## config.mk

```make
export PLATFORM = sky130hd
export DESIGN_NAME = vtd_slot_unit
export DESIGN_NICKNAME = d
export VERILOG_FILES = /design/src/hw/rtl/vertex_triple_deduplicator_macros.svh /design/src/hw/rtl/vtd_pkg.sv /design/src/hw/rtl/vtd_slot_unit.sv
export SDC_FILE = /design/constraint.sdc
export NUM_CORES = 1
export LEC_CHECK = 0
export ABC_AREA = 0
export BUFFER_PORTS_ARGS = -buffer_cell sky130_fd_sc_hd__buf_2
export CAP_MARGIN = 20
export CORE_MARGIN = 3
export CORE_UTILIZATION = 57
export DETAILED_ROUTE_END_ITERATION = 10
export PLACE_DENSITY = 0.91
export SKIP_LAST_GASP = 1
export SLEW_MARGIN = 10
export SYNTH_ARGS = -nofsm -noshare
export SYNTH_HDL_FRONTEND = slang
export SYNTH_SLANG_ARGS = --single-unit
```

## constraint.sdc

```tcl
create_clock -name vclk -period 15.6
set_input_delay 3.12 -clock vclk [all_inputs]
set_output_delay 3.12 -clock vclk [all_outputs]
set_load 0.01 [all_outputs]
```

## src/hw/rtl/vertex_triple_deduplicator_macros.svh

```systemverilog
// Assertion macros shared by the vertex triple deduplicator RTL.
`ifndef VERTEX_TRIPLE_DEDUPLICATOR_MACROS_SVH
`define VERTEX_TRIPLE_DEDUPLICATOR_MACROS_SVH

// Condition that must hold at every clock edge outside reset.
`define VTD_ASSERT_ALWAYS(label, cond, msg) \
    label: assert property (@(posedge clk) disable iff (!rst_n) (cond)) else $error(msg);

// Same-cycle implication.
`define VTD_ASSERT_IMPL(label, ante, cons, msg) \
    label: assert property (@(posedge clk) disable iff (!rst_n) (ante) |-> (cons)) \
        else $error(msg);

// Next-cycle implication.
`define VTD_ASSERT_NEXT(label, ante, cons, msg) \
    label: assert property (@(posedge clk) disable iff (!rst_n) (ante) |=> (cons)) \
        else $error(msg);

`endif

```

## src/hw/rtl/vtd_pkg.sv

```systemverilog
// Types, constants and state codes of the vertex triple deduplicator.
package vtd_pkg;

    localparam int TABLE_ENTRIES = 4096;
    localparam int ADDR_BITS     = $clog2(TABLE_ENTRIES);
    localparam int FILL_BITS     = $clog2(TABLE_ENTRIES + 1);
    localparam int REF_BITS      = 24;
    localparam int COUNT_BITS    = 23;
    localparam int INDEX_BITS    = 12;
    localparam int CFG_IDX_BITS  = 2;

    // Configuration register indexes.
    localparam logic [CFG_IDX_BITS-1:0] CFG_POSITION_COUNT = 2'd0;
    localparam logic [CFG_IDX_BITS-1:0] CFG_NORMAL_COUNT   = 2'd1;
    localparam logic [CFG_IDX_BITS-1:0] CFG_TEXCOORD_COUNT = 2'd2;

    // One stored reference triple.
    typedef struct packed {
        logic [REF_BITS-1:0] texcoord_key;
        logic [REF_BITS-1:0] normal_key;
        logic [REF_BITS-1:0] position_key;
    } key_t;

    // Input word, last declared field in the lowest bits.
    typedef struct packed {
        logic signed [REF_BITS-1:0] texcoord_ref;
        logic signed [REF_BITS-1:0] normal_ref;
        logic signed [REF_BITS-1:0] position_ref;
        logic                       clear_first;
    } in_word_t;

    // Result word, last declared field in the lowest bits.
    typedef struct packed {
        logic                    slot_out_of_range;
        logic [COUNT_BITS-1:0]   texcoord_slot;
        logic                    texcoord_present;
        logic [COUNT_BITS-1:0]   normal_slot;
        logic                    normal_present;
        logic [COUNT_BITS-1:0]   position_slot;
        logic                    table_full;
        logic                    is_new;
        logic [INDEX_BITS-1:0]   vertex_index;
    } result_t;

    localparam int IN_WORD_BITS   = $bits(in_word_t);
    localparam int IN_TDATA_BITS  = ((IN_WORD_BITS + 7) / 8) * 8;
    localparam int OUT_WORD_BITS  = $bits(result_t);
    localparam int OUT_TDATA_BITS = ((OUT_WORD_BITS + 7) / 8) * 8;
    localparam int OUT_PAD_BITS   = OUT_TDATA_BITS - OUT_WORD_BITS;

    // Key memory command from the sequencer.
    typedef struct packed {
        logic                 we;
        logic [ADDR_BITS-1:0] waddr;
        key_t                 wdata;
        logic                 re;
        logic [ADDR_BITS-1:0] raddr;
    } ks_cmd_t;

    // Output of the shared slot resolution unit.
    typedef struct packed {
        logic [COUNT_BITS-1:0] slot;
        logic                  oor;
    } slot_res_t;

    typedef enum logic [2:0] {
        ST_IDLE,
        ST_SCAN,
        ST_MISS,
        ST_RES_POS,
        ST_RES_NRM,
        ST_RES_TEX,
        ST_DONE
    } state_t;

endpackage

```

## src/hw/rtl/vtd_slot_unit.sv

```systemverilog
// Shared unit that resolves one attribute reference to a zero-based slot.
module vtd_slot_unit (
    input  logic signed [vtd_pkg::REF_BITS-1:0]   ref_value,
    input  logic        [vtd_pkg::COUNT_BITS-1:0] count,
    output vtd_pkg::slot_res_t                    result
);
    import vtd_pkg::*;

    logic [REF_BITS:0] ref_ext;
    logic [REF_BITS:0] addend;
    logic [REF_BITS:0] sum;
    logic [REF_BITS:0] count_ext;

    // A non-negative reference is 1-based; a negative one counts back from the end.
    assign ref_ext   = {ref_value[REF_BITS-1], ref_value};
    assign count_ext = {{(REF_BITS + 1 - COUNT_BITS){1'b0}}, count};
    assign addend    = ref_value[REF_BITS-1] ? count_ext : {(REF_BITS + 1){1'b1}};
    assign sum       = ref_ext + addend;

    // A negative sum reads as a huge unsigned value, so one compare covers both bounds.
    assign result.oor  = (sum >= count_ext);
    assign result.slot = sum[COUNT_BITS-1:0];

endmodule

```

==> summary.txt, run 1 <==
Outcome
  – Status: finished clean

Timing
  – Highest clock rate: 0.0970 GHz
  – RSZ-0062 raised after global routing: false
  – Final Hold Vio Count: 0
  – Crit path time final: 10.31 ns
  – Slew headroom: 71.7%
  – Crit share post-route: 66.1%
  – Slew Limit Fails: 0
  – Post-route setup slack: 5.29 ns
  – Final setup violation count: 0
  – Slew @ Worst Pin: 0.414 ns
  – Setup tns final: 0 ns

Route
  – # DRC: 0
  – Final wirelength: 5.27 mm
  – Vias: 2,196
  – DR iter-0 viols: 153
  – WL/cell: 14.0 um
  – Pre-Repair DR Iteration Count: 5
  – Post-route ant nets: 0
  – DR vias/cell: 5.82

GRT
  – Largest net degree at the start of global routing: 24
  – Overflow after GRT: 0
  – Global-route wire length before repair: 8.96 mm
  – GRT Util Overall: 25.5%
  – Vias in the first global route: 2,151
  – Initial antenna violation count: 0

Finish
  – Seq_cells: 0
  – FF+latch area: 0 um^2
  – Area Overhead vs Synth: 20.1%
  – Most frequent cells in the layout: buf_2, ha_1, nand2_1
  – Ant. Diodes: 0
  – Commonest non-fill, non-tap cell in the layout: buf_2
  – Final core utilization: 73.3%
  – Clock buffer cells: 0
  – Layout cells sized above 1: 24.3%
  – Nets: 428

Min path
  – Worst Hold Class: primary input to primary output
  – Worst hold path endpoint: result[1]
  – Cell depth of the worst hold path: 3
  – Worst hold start: ref_value[0]

Yosys
  – Netlist cell types: 51
  – Yosys warning count: 0
  – Avg Inst Size Synth: 7.12 um^2
  – Post-synthesis instance total: 268
  – Synth Cell Area: 1910 um^2
  – Syn nets: 361
  – Sequential element share of the synthesized area: 0%

Critical path
  – Crit path required time: 12.48 ns
  – Setup crit end kind: primary output
  – Crit path max fanout: 23
  – Crit path launch: ref_value[23]
  – Arr. time, crit path: 7.19 ns
  – Critical path launch point type: primary input
  – Setup CP Type: primary input to primary output

Place
  – I/O Buffers: 71
  – Hpwl dp: 4.58 mm
  – Setup Slack @ Placement: 5.31 ns
  – Final Wtd Congestion: 0.931

CTS
  – Post-CTS resize count: 0
  – Postcts setup bufs: 0
  – Hold buffers post-CTS: 0

Die
  – Die area: 4080 um^2
  – Die width: 63.9 um
  – Starting Density: 61.0%
  – Core area: 3130 um^2
  – Die Y: 63.9 um
  – Site row count: 20
  – Ports: 71

Power
  – Total power: 126 uW
  – Pleak: 0.00125 uW
  – Cell Pwr Density: 55.1 nW/um^2
  – Peak supply drop: 29.3 uV

Job
  – Total of max-cap violations: 0
==> cells by family (layout without fill, tap and decap cells) <==
| group | count (synthesis) | count (layout) | synth area share, % |
|---|---|---|---|
| AO/OA/AOI/OAI | 92 | 92 | 34.8 |
| AND/OR/NAND/NOR | 78 | 78 | 19.2 |
| adder cells (fa/ha/maj) | 46 | 46 | 30.5 |
| buffers and inverters | 33 | 98 | 6.75 |
| XOR/XNOR | 19 | 19 | 8.72 |
==> stage by stage <==
stage          hold WS, ns  cells  cell area [um^2]
2_1_floorplan         6.42    268              1910
3_3_place_gp          6.64    377              2290
3_5_place_dp          6.63    377              2290
4_1_cts               6.63    377              2290
5_1_grt               6.66    377              2290
6_report              6.63    377              2290
==> worst max path at each step <==
stage               cells after the start         to  slack, ns
floorplan                              16  result[0]       5.94
global placement                       18  result[0]       5.46
detailed placement                     18  result[0]       5.31
CTS                                    18  result[0]       5.32
global route                           18  result[0]       4.88
finish                                 18  result[0]       5.29
==> final cells by class <==
| type | instances | area (um^2) |
|---|---|---|
| fillers | 277 | 836 |
| inverters | 27 | 101 |
| multi-input cells | 235 | 1780 |
| well taps | 44 | 55.1 |
| repair buffers | 71 | 355 |
==> where the power goes <==
group	internal, uW	switching, uW	total (uW)
logic	55.1	71.3	126
registers	0	0	0
clock network	0	0	0
==> cells in the mapped netlist (5+ instances only) <==
cell type,n,area (um^2)
and3_1,6,37.5
nor2_1,11,41.3
nand2_1,37,139
ha_1,45,563
a21o_1,12,90.1
a31oi_1,5,31.3
o21ai_0,7,35.0
a21oi_1,21,105
xnor2_1,12,105
inv_1,27,101
nand4_1,5,31.3
o21ai_1,6,30.0
xor2_1,7,61.3
==> per-layer routing <==
metal	global-route usage (%)	vias up	part of all wire (%)
met4	6.74	0	1.4
li1	-	1130	-
met2	48.0	67	52
met5	0	-	0
met1	31.0	990	42
met3	1.23	9	4.7
==> critical path, stage by stage <==
cell and delay [ns]:
buf_2 0.36, nand2b_1 0.11, ha_1 0.23, fa_1 0.42, a211oi_1 0.32, o211ai_1 0.19
a221oi_2 0.35, o21ai_2 0.17, a211o_1 0.28, o311ai_1 0.13, ha_1 0.32, a21oi_1 0.12
o21ai_0 0.12, o31ai_1 0.33, a211o_1 0.15, o211ai_1 0.09, a211o_1 0.24, buf_2 0.14
(Power assumes the default switching activity.)
==> run 2: changes to the inputs <==
CORE_UTILIZATION = 53   (was 57)
PLACE_DENSITY = 0.85   (was 0.91)
clock period = 10.3 ns   (was 15.6 ns; I/O delays follow)
==> summary.txt, run 2 (synthesized netlist as in run 1, its figures left out) <==
Place
  – Post-DP Area: 2290 um^2
  – I/O Buffers: 71
  – Setup Slack @ Placement: 2.12 ns
  – Final Wtd Congestion: 0.926
  – Placed cells: 379
  – Hpwl dp: 4.53 mm

Finish
  – Layout cells sized above 1: 24.3%
  – FF+latch area: 0 um^2
  – Most frequent cells in the layout: buf_2, ha_1, nand2_1
  – Nets: 428
  – Layout fillers: 320
  – Area Overhead vs Synth: 20.2%
  – Seq_cells: 0
  – Fin area: 2290 um^2
  – Commonest non-fill, non-tap cell in the layout: buf_2
  – Fin cells: 379
  – Clock buffer cells: 0
  – Ant. Diodes: 0

Critical path
  – Critical path launch point type: primary input
  – Crit-path max cell delay: 0.43 ns
  – CP Cell Sequence: buf_2, nand2b_1, ha_1, fa_1, a211oi_1, o211ai_1, a221oi_2, o21ai_2, a211o_1, o311ai_1, ha_1, a21oi_1, o21ai_0, o31ai_1, a211o_1, o211ai_1, a211o_1, buf_2
  – Setup crit end kind: primary output
  – Most frequent cell on the critical path: a211o_1
  – Arr. time, crit path: 6.16 ns
  – Crit path required time: 8.24 ns
  – Slowest stage cell, crit path: fa_1
  – Setup CP Type: primary input to primary output
  – Crit path max fanout: 23

Route
  – Pre-Repair DR Iteration Count: 4
  – DR iter-0 viols: 143
  – Vias: 2,263
  – DR vias/cell: 5.97
  – WL/cell: 13.7 um
  – Post-route ant nets: 0
  – # DRC: 0
  – Final wirelength: 5.19 mm

GRT
  – GRT Util Overall: 23.1%
  – Initial antenna violation count: 0
  – Vias in the first global route: 1,983
  – Global-route wire length before repair: 8.47 mm
  – Overflow after GRT: 0
  – Largest net degree at the start of global routing: 24

Job
  – Total of max-cap violations: 0

Timing
  – Final setup violation count: 0
  – Highest clock rate: 0.122 GHz
  – Setup tns final: 0 ns
  – Slew @ Worst Pin: 0.490 ns
  – Slew headroom: 66.5%
  – Final Hold Vio Count: 0
  – WHS: 4.53 ns
  – Slew Limit Fails: 0
  – RSZ-0062 raised after global routing: false
  – Post-route setup slack: 2.08 ns
  – Crit share post-route: 79.8%
  – Crit path time final: 8.22 ns

Die
  – Site row count: 21
  – Ports: 71
  – Die width: 66.0 um
  – Starting Density: 55.9%
  – Die Y: 66.0 um
  – Die area: 4360 um^2
  – Core area: 3420 um^2

Power
  – Cell Pwr Density: 83.7 nW/um^2
  – Pleak: 0.00125 uW
  – Peak supply drop: 44.6 uV

Min path
  – Worst Hold Class: primary input to primary output
  – Worst hold path endpoint: result[1]
  – Worst hold start: ref_value[0]
  – Cell depth of the worst hold path: 3

CTS
  – Postcts setup bufs: 0
  – Hold buffers post-CTS: 0
  – Post-CTS resize count: 0

Outcome
  – Status: finished clean
## run 2: cell counts in the layout (fill, tap and decap cells not counted)
Identical to the previous run, type by type.
## run 2: per-stage QoR
| stage | util [%] | total power [uW] |
|---|---|---|
| 2_1_floorplan | - | 132 |
| 3_3_place_gp | 67.2 | 185 |
| 3_5_place_dp | 67.2 | 189 |
| 4_1_cts | 67.2 | 190 |
| 5_1_grt | 67.2 | 214 |
| 6_report | 67.2 | 192 |
## run 2: power by group
part	switching [uW]	internal (uW)
Combinational	109	83.4
Sequential	0	0
Clock	0	0
Total	109	83.4
## run 2: final cells by class
cell class | count | area [um^2] | share of cell area [%]
multi-input cells | 235 | 1780 | 77.6
repair buffers | 71 | 355 | 15.5
inverters | 27 | 101 | 4.42
well taps | 46 | 57.6 | 2.51
## run 2: worst max-delay path, delay by kind of cell
kind            cells  cell delay (ns)
simple gates        1             0.10
buf+inv             2             0.51
fa+ha+maj           3             0.99
compound gates     12             2.48
## run 2: routing by layer
metal	GRT usage (%)	up-vias	wire, um
met1	33.6	1025	2420
met4	2.54	0	36
li1	-	1123	-
met5	0	-	0
met3	1.19	6	478
met2	38.5	109	2260
## run 2: how the worst max path moves through the flow
stage,depth (start not counted),end,slack [ns],startpoint
3_5_place_dp,18,result[0],2.12,ref_value[23]
6_report,18,result[0],2.08,ref_value[23]
2_1_floorplan,16,result[0],2.76,ref_value[23]
4_1_cts,18,result[0],2.12,ref_value[23]
5_1_grt,18,result[0],1.76,ref_value[23]
3_3_place_gp,18,result[0],2.32,ref_value[23]
==> run 3: changes to the inputs <==
clock period = 8.1 ns   (was 10.3 ns; I/O delays follow)
==> summary.txt, run 3 (synthesized netlist as in run 1, its figures left out) <==
Outcome
  – Status: finished clean

Route
  – DR iter-0 viols: 117
  – Post-route ant nets: 0
  – DR vias/cell: 5.87
  – WL/cell: 14.3 um
  – Final wirelength: 5.43 mm
  – Pre-Repair DR Iteration Count: 4
  – # DRC: 0
  – Vias: 2,231

Timing
  – Crit share post-route: 87.8%
  – Final setup violation count: 0
  – Crit path time final: 7.11 ns
  – Slew headroom: 69.4%
  – Final Hold Vio Count: 0
  – Setup tns final: 0 ns
  – Slew Limit Fails: 0
  – Slew @ Worst Pin: 0.447 ns
  – RSZ-0062 raised after global routing: false
  – Highest clock rate: 0.141 GHz
  – Post-route setup slack: 0.987 ns

Place
  – I/O Buffers: 71
  – Hpwl dp: 4.79 mm
  – Final Wtd Congestion: 0.923
  – Setup Slack @ Placement: 1.07 ns

Min path
  – Worst Hold Class: primary input to primary output
  – Cell depth of the worst hold path: 3
  – Worst hold start: ref_value[0]
  – Worst hold path endpoint: result[1]

Power
  – Peak supply drop: 51.4 uV
  – Total power: 246 uW
  – Switching Share: 56.8%
  – Cell Pwr Density: 107 nW/um^2
  – P_int: 106 uW
  – Pleak: 0.00126 uW
  – Clock power frac: 0%
  – Combinational share of power: 100.0%
  – Sequential share of power: 0%
  – Sw Pwr: 140 uW

Critical path
  – Slowest stage cell, crit path: fa_1
  – Setup CP Type: primary input to primary output
  – Critical path launch point type: primary input
  – Crit-path max cell delay: 0.44 ns
  – CP Cell Sequence: buf_2, nand2b_1, ha_1, fa_1, a211oi_1, o211ai_1, a221oi_2, o21ai_2, a211o_1, o311ai_1, ha_1, a21oi_1, o21ai_0, nor4_1, o211a_1, o211ai_1, a211o_1, buf_2
  – Largest delay share family, worst path: compound AO/OA/AOI/OAI gates
  – Buffers & Inverters on Critical Path: 2
  – Crit path required time: 6.48 ns
  – Arr. time, crit path: 5.49 ns
  – Crit path max fanout: 9
  – Setup crit end kind: primary output

Finish
  – Clock buffer cells: 0
  – Layout fillers: 320
  – Most frequent cells in the layout: buf_2, ha_1, nand2_1
  – Commonest non-fill, non-tap cell in the layout: buf_2
  – Area Overhead vs Synth: 20.6%
  – Ant. Diodes: 0
  – FF+latch area: 0 um^2
  – Seq_cells: 0
  – Nets: 429
  – Layout cells sized above 1: 24.6%

GRT
  – Overflow after GRT: 0
  – Initial antenna violation count: 0
  – Global-route wire length before repair: 8.86 mm
  – Largest net degree at the start of global routing: 16
  – Vias in the first global route: 2,047
  – GRT Util Overall: 24.8%

Die
  – Ports: 71
  – Starting Density: 55.9%
  – Die width: 66.0 um
  – Die area: 4360 um^2
  – Site row count: 21
  – Core area: 3420 um^2
  – Die Y: 66.0 um

Job
  – Total of max-cap violations: 0

CTS
  – Hold buffers post-CTS: 0
  – Postcts setup bufs: 0
  – Post-CTS resize count: 0
[run 3: layout make-up]
| class | instances | area (um^2) | area share, % |
|---|---|---|---|
| inverter | 27 | 101 | 4.40 |
| multi-input combinational | 235 | 1780 | 77.3 |
| timing repair buffer | 72 | 363 | 15.8 |
| tap | 46 | 57.6 | 2.50 |
[run 3: routing by layer]
metal / track usage, % / vias to the layer above / wire [um]
li1: - / 1131 / -
met1: 33.9 / 995 / 2420
met2: 43.6 / 95 / 2520
met3: 1.53 / 10 / 398
met4: 3.05 / 0 / 94
met5: 0 / - / 0
[run 3: power by group through the flow]
stage	combinational (uW)	sequential, uW	clock (uW)
floorplan	168	0	0
global placement	235	0	0
detailed placement	241	0	0
CTS	243	0	0
global route	274	0	0
finish	246	0	0
[run 3: how the worst max path moves through the flow]
stage / start / endpoint / slack [ns] / cells past startpoint
floorplan: ref_value[23] / result[0] / 1.44 / 16
finish: ref_value[23] / result[0] / 0.99 / 18
global route: ref_value[23] / result[0] / 0.63 / 18
detailed placement: ref_value[23] / result[0] / 1.07 / 18
global placement: ref_value[23] / result[0] / 1.22 / 18
CTS: ref_value[23] / result[0] / 1.07 / 18
[run 3: per-stage QoR]
step / utilization [%] / cell area [um^2] / std cells / hold slack [ns]
after floorplan: - / 1910 / 268 / 3.42
after global placement: 67.4 / 2300 / 380 / 3.62
after detailed placement: 67.4 / 2300 / 380 / 3.63
after CTS: 67.4 / 2300 / 380 / 3.63
after global routing: 67.4 / 2300 / 380 / 3.64
final: 67.4 / 2300 / 380 / 3.63
[run 3: tightest hold or removal path: cells and delay by family]
| family | cells | cell delay, ns |
|---|---|---|
| buffers and inverters | 2 | 0.23 |
| adders and majority gates | 1 | 0.16 |
